## config.mk

```make
export PLATFORM = sky130hd
export DESIGN_NAME = hts_match
export DESIGN_NICKNAME = d
export VERILOG_FILES = /design/src/hdl/hts_pkg.sv /design/src/hdl/hts_match.sv
export SDC_FILE = /design/constraint.sdc
export NUM_CORES = 1
export LEC_CHECK = 0
export ABC_CLOCK_PERIOD_IN_PS = 1800
export BUFFER_PORTS_ARGS = -buffer_cell sky130_fd_sc_hd__buf_2
export CORE_UTILIZATION = 34
export DETAILED_ROUTE_END_ITERATION = 8
export GPL_TIMING_DRIVEN = 0
export PLACE_DENSITY = 0.76
export SYNTH_ARGS = -nofsm -noshare
export SYNTH_HDL_FRONTEND = slang
export SYNTH_SLANG_ARGS = --single-unit
```

## constraint.sdc

```tcl
create_clock -name clk -period 1.8 [get_ports clk]
set_clock_uncertainty 0.2 [all_clocks]
set_input_delay 0.09 -clock clk [delete_from_list [all_inputs] [get_ports clk]]
set_output_delay 0.09 -clock clk [all_outputs]
set_load 0.03 [all_outputs]
```

## src/hdl/hts_pkg.sv

```systemverilog
// Shared types and constants for the table-search Huffman decoder.
`default_nettype none

package hts_pkg;

  // Fixed field widths of the request and response items
  localparam int LEN_W       = 6;
  localparam int CODE_W      = 32;
  localparam int SYM_FIELD_W = 8;
  localparam int MSG_W       = 24;

  // Defaults for the top-level parameters
  localparam int DEF_MAX_CODE_LEN = 32;
  localparam int DEF_NUM_SYMBOLS  = 256;
  localparam int DEF_COUNT_BITS   = 24;

  // Request kinds
  typedef enum logic [1:0] {
    REQ_CLEAR = 2'd0,
    REQ_LOAD  = 2'd1,
    REQ_START = 2'd2,
    REQ_BIT   = 2'd3
  } req_kind_t;

  // Response status codes
  localparam logic STATUS_OK      = 1'b0;
  localparam logic STATUS_INVALID = 1'b1;

  typedef struct packed {
    req_kind_t                req_type;
    logic [SYM_FIELD_W-1:0]   entry_symbol;
    logic [LEN_W-1:0]         entry_length;
    logic [CODE_W-1:0]        entry_code;
    logic [MSG_W-1:0]         message_length;
    logic                     code_bit;
  } req_t;

  typedef struct packed {
    logic                     status;
    logic [SYM_FIELD_W-1:0]   out_symbol;
    logic                     message_done;
  } rsp_t;

  // One codebook entry as stored in the table
  typedef struct packed {
    logic [LEN_W-1:0]         len;
    logic [CODE_W-1:0]        code;
  } entry_t;

  // Accumulated outcome of one table scan
  typedef struct packed {
    logic                     hit;
    logic                     longer;
    logic [SYM_FIELD_W-1:0]   idx;
  } match_t;

endpackage

`default_nettype wire

```

## src/hdl/hts_match.sv

```systemverilog
// Shared compare unit: checks one table entry per cycle, while enabled, against the running word.
`default_nettype none

module hts_match
  import hts_pkg::*;
#(
  parameter int MAX_CODE_LEN = DEF_MAX_CODE_LEN,
  parameter int NUM_SYMBOLS  = DEF_NUM_SYMBOLS,
  localparam int SYM_W = $clog2(NUM_SYMBOLS)
) (
  input  wire logic                    clk,
  input  wire logic                    rst,
  input  wire logic                    start,
  input  wire logic                    en,
  input  wire entry_t                  ent,
  input  wire logic [SYM_W-1:0]        idx,
  input  wire logic [MAX_CODE_LEN-1:0] pcode,
  input  wire logic [LEN_W-1:0]        plen,
  output match_t                       result
);

  localparam int CMP_W = (MAX_CODE_LEN > CODE_W) ? MAX_CODE_LEN : CODE_W;

  logic is_longer;
  logic is_hit;

  // Length and code compare for the entry now on the read port
  always_comb begin
    is_longer = ent.len > plen;
    is_hit    = (ent.len == plen) && (CMP_W'(ent.code) == CMP_W'(pcode));
  end

  // Accumulate; the first hit freezes the result so the lowest symbol wins
  always_ff @(posedge clk) begin
    if (rst || start) begin
      result <= '0;
    end else if (en && !result.hit) begin
      if (is_longer) begin
        result.longer <= 1'b1;
      end else if (is_hit) begin
        result.hit <= 1'b1;
        result.idx <= SYM_FIELD_W'(idx);
      end
    end
  end

endmodule

`default_nettype wire

```

==> results.md <==
* Sequential Power Share at 37.9%
* Layout area overhead at 70.8%
* Final hold viol count at 0
* Worst-margin pin slew at 0.512 ns
* Mapped Cells at 106
* Gr usage total at 15.9%
* Clock Power Share at 25.1%
* Unique masters post-synth at 21
* Crit path time final at 1.62 ns
* EDFF count, synth at 0
* Final ANT Viol Nets at 0
* Power Total at 0.587 mW
* Initial DRC count at 3
* Placed cell area at 1420 um2
* Largest regs: result (10)
* Max-cap violations at 0
* Max VDD drop at 440 uV
* Gr ovfl total at 0
* Fraction of registers with async set/reset at 0%
* Post-synth net total at 200
* Final HPWL DP at 1920 um
* Lkg Pwr at 0.806 nW
* Post-synth top area share at 28.5%
* CTS buffer count at 3
* Initial antenna violation count at 0
* Top cells by area, synth: xor2_1 28%, dfxtp_1 22%, mux2i_1 9.0%, ha_1 8.4%, nand2_1 7.2%
* WL final at 2290 um
* Post-CTS Setup Repair Bufs at 0
* Placed cell count at 233
* Critical Path Sink Type: register
* Gate power share at 37.0%
* WL/cell at 9.39 um
* Worst Reg-to-Reg Cells at 6
* Die area at 2830 um2
* HP Start: rst
* Post-route setup slack at 0.183 ns
* Switching fraction of total power at 27.1%
* IO Pins at 98
* Filler cell count at 229
* Ant. Diodes at 0
* Routability Congestion at 0.695
* # setup viols final at 0
* Yosys warns at 0
* Hold Path Depth at 4
* Most flop-heavy register: result
* Flop-to-flop setup slack at 0.18 ns
* TNS Setup at 0 ns
* Avg Cell Area, Syn at 8.42 um2
* NetSw at 0.159 mW
* Critical path type: register to register
* Critical-path maximum fanout at 9
* Post-synthesis sequential area ratio at 22.4%
* Post-layout util at 61.5%
* CTS Buffer Depth at 2
* Power per cell area at 385 nW/um2
* Total internal power at 0.428 mW
* Crit path DAT at 1.61 ns
* CTS root buf: clkbuf_4
* Die width at 53.2 um
* Nets at 310
* Post-route cell area at 1520 um2
* Post-place setup slack at -0.177 ns
* CP startpoint: result[9]$_SDFFE_PP0P_
* Relative slew slack at 65.7%
* Max Clk Rate at 618 MHz
* Vias in the first global route at 968
* Flip-flop count of the largest register after layout at 10
* RR Startpoint: result[9]$_SDFFE_PP0P_
* Synth Flop Type: dfxtp_1
* Core Rows at 18
* Most common cell after layout, fill and taps aside: buf_2
* Max-slew violation count at 0
* Synth area leader: xor2_1
* Worst-Skew Late Latency at 0.26 ns
* Required time worst endpoint at 1.79 ns
* Die Ht at 53.2 um
* Share of layout cells above drive strength 1 at 48.1%
* First-pass GRT wire length at 3350 um
* Reg clk slew, reported paths at 0.06 ns
* CTS tree: yes
* Final Non-Filler Cells at 244
* Post-Syn Area at 892 um2
* Via count at 1106
* Clock Sinks at 10
* Yosys reg bits at 10
* Crit share post-route at 89.9%
* RSZ-0062 raised after global routing: no
* Hold Path Class: input port to register
* Most frequent cells in the layout: 97 x buf_2, 29 x xor2_1, 17 x nand2_1
* Status: completed
* Total core area at 2480 um2
* DRT Pass-1 Iters at 2
* H-tree depth at 1
* Largest net degree at the start of global routing at 11
* Fin Hold WS at 0.00919 ns
* Critical Path Source Type: register
* IO buf count at 97
* DRC at 0
* Drt via density at 4.53
* Initial Util at 36.0%
-- final timing paths --
path / end
min: result[6]$_SDFFE_PP0P_
max: result[0]$_SDFFE_PP0P_
min reg2reg: result[5]$_SDFFE_PP0P_
max reg2reg: result[0]$_SDFFE_PP0P_
-- synth_stat cells (all sizes together), types with 2 or more instances --
cell type	number
nor2b	2
ha	6
dfxtp	10
nand4	3
nand2	17
o21a	2
xnor2	3
mux2i	8
nor2	2
xor2	29
inv	7
nor4	8
-- layout make-up --
class                      instances  area (um2)  share of cell area (%)
multi-input combinational         87         657                    43.1
timing repair buffer             105         566                    37.1
clock buffer                       3        22.5                    1.48
sequential                        10         200                    13.1
tap                               30        37.5                    2.46
inverter                           7        26.3                    1.72
buffer                             2        15.0                   0.985
-- timing repair --
item	4_1_cts	5_1_grt
resized for setup	1	0
endpoints found under the setup margin	8	0
hold buffers	8	0
hold endpoints to repair	8	0
-- kinds of logic (layout without fill, tap and decap cells) --
group | after synthesis | in the layout | synth area share (%)
DFF | 10 | 10 | 22.4
and+or+nand+nor | 35 | 35 | 19.5
xor gates and xnor gates | 32 | 32 | 31.4
adders and majority gates | 6 | 6 | 8.41
muxes | 8 | 8 | 8.98
buffers and inverters | 9 | 117 | 4.63
AOI/OAI and AO/OA | 6 | 6 | 4.63
-- worst max-delay path, cell delays in order, from the launching register on --
cell	delay, ns
dfxtp_1	0.32
nand2b_1	0.17
nor4_2	0.18
nand4_1	0.15
nor3_2	0.16
buf_6	0.18
mux2i_1	0.19
-- per-layer routing --
layer,track usage (%),up-vias,part of all wire [%]
li1,-,575,-
met1,14.7,470,37
met2,33.5,61,53
met3,4.89,0,10
met4,1.32,0,0
met5,0,-,0
-- power groups by stage --
| stage | sequential, mW | clock [mW] | combinational [mW] |
|---|---|---|---|
| final | 0.223 | 0.148 | 0.217 |
| after global routing | 0.223 | 0.165 | 0.243 |
| after CTS | 0.223 | 0.153 | 0.219 |
| after detailed placement | 0.228 | 0 | 0.203 |
| after global placement | 0.228 | 0 | 0.200 |
| after floorplan | 0.230 | 0 | 0.0848 |
No activity file was read; power rests on OpenSTA's default activity.
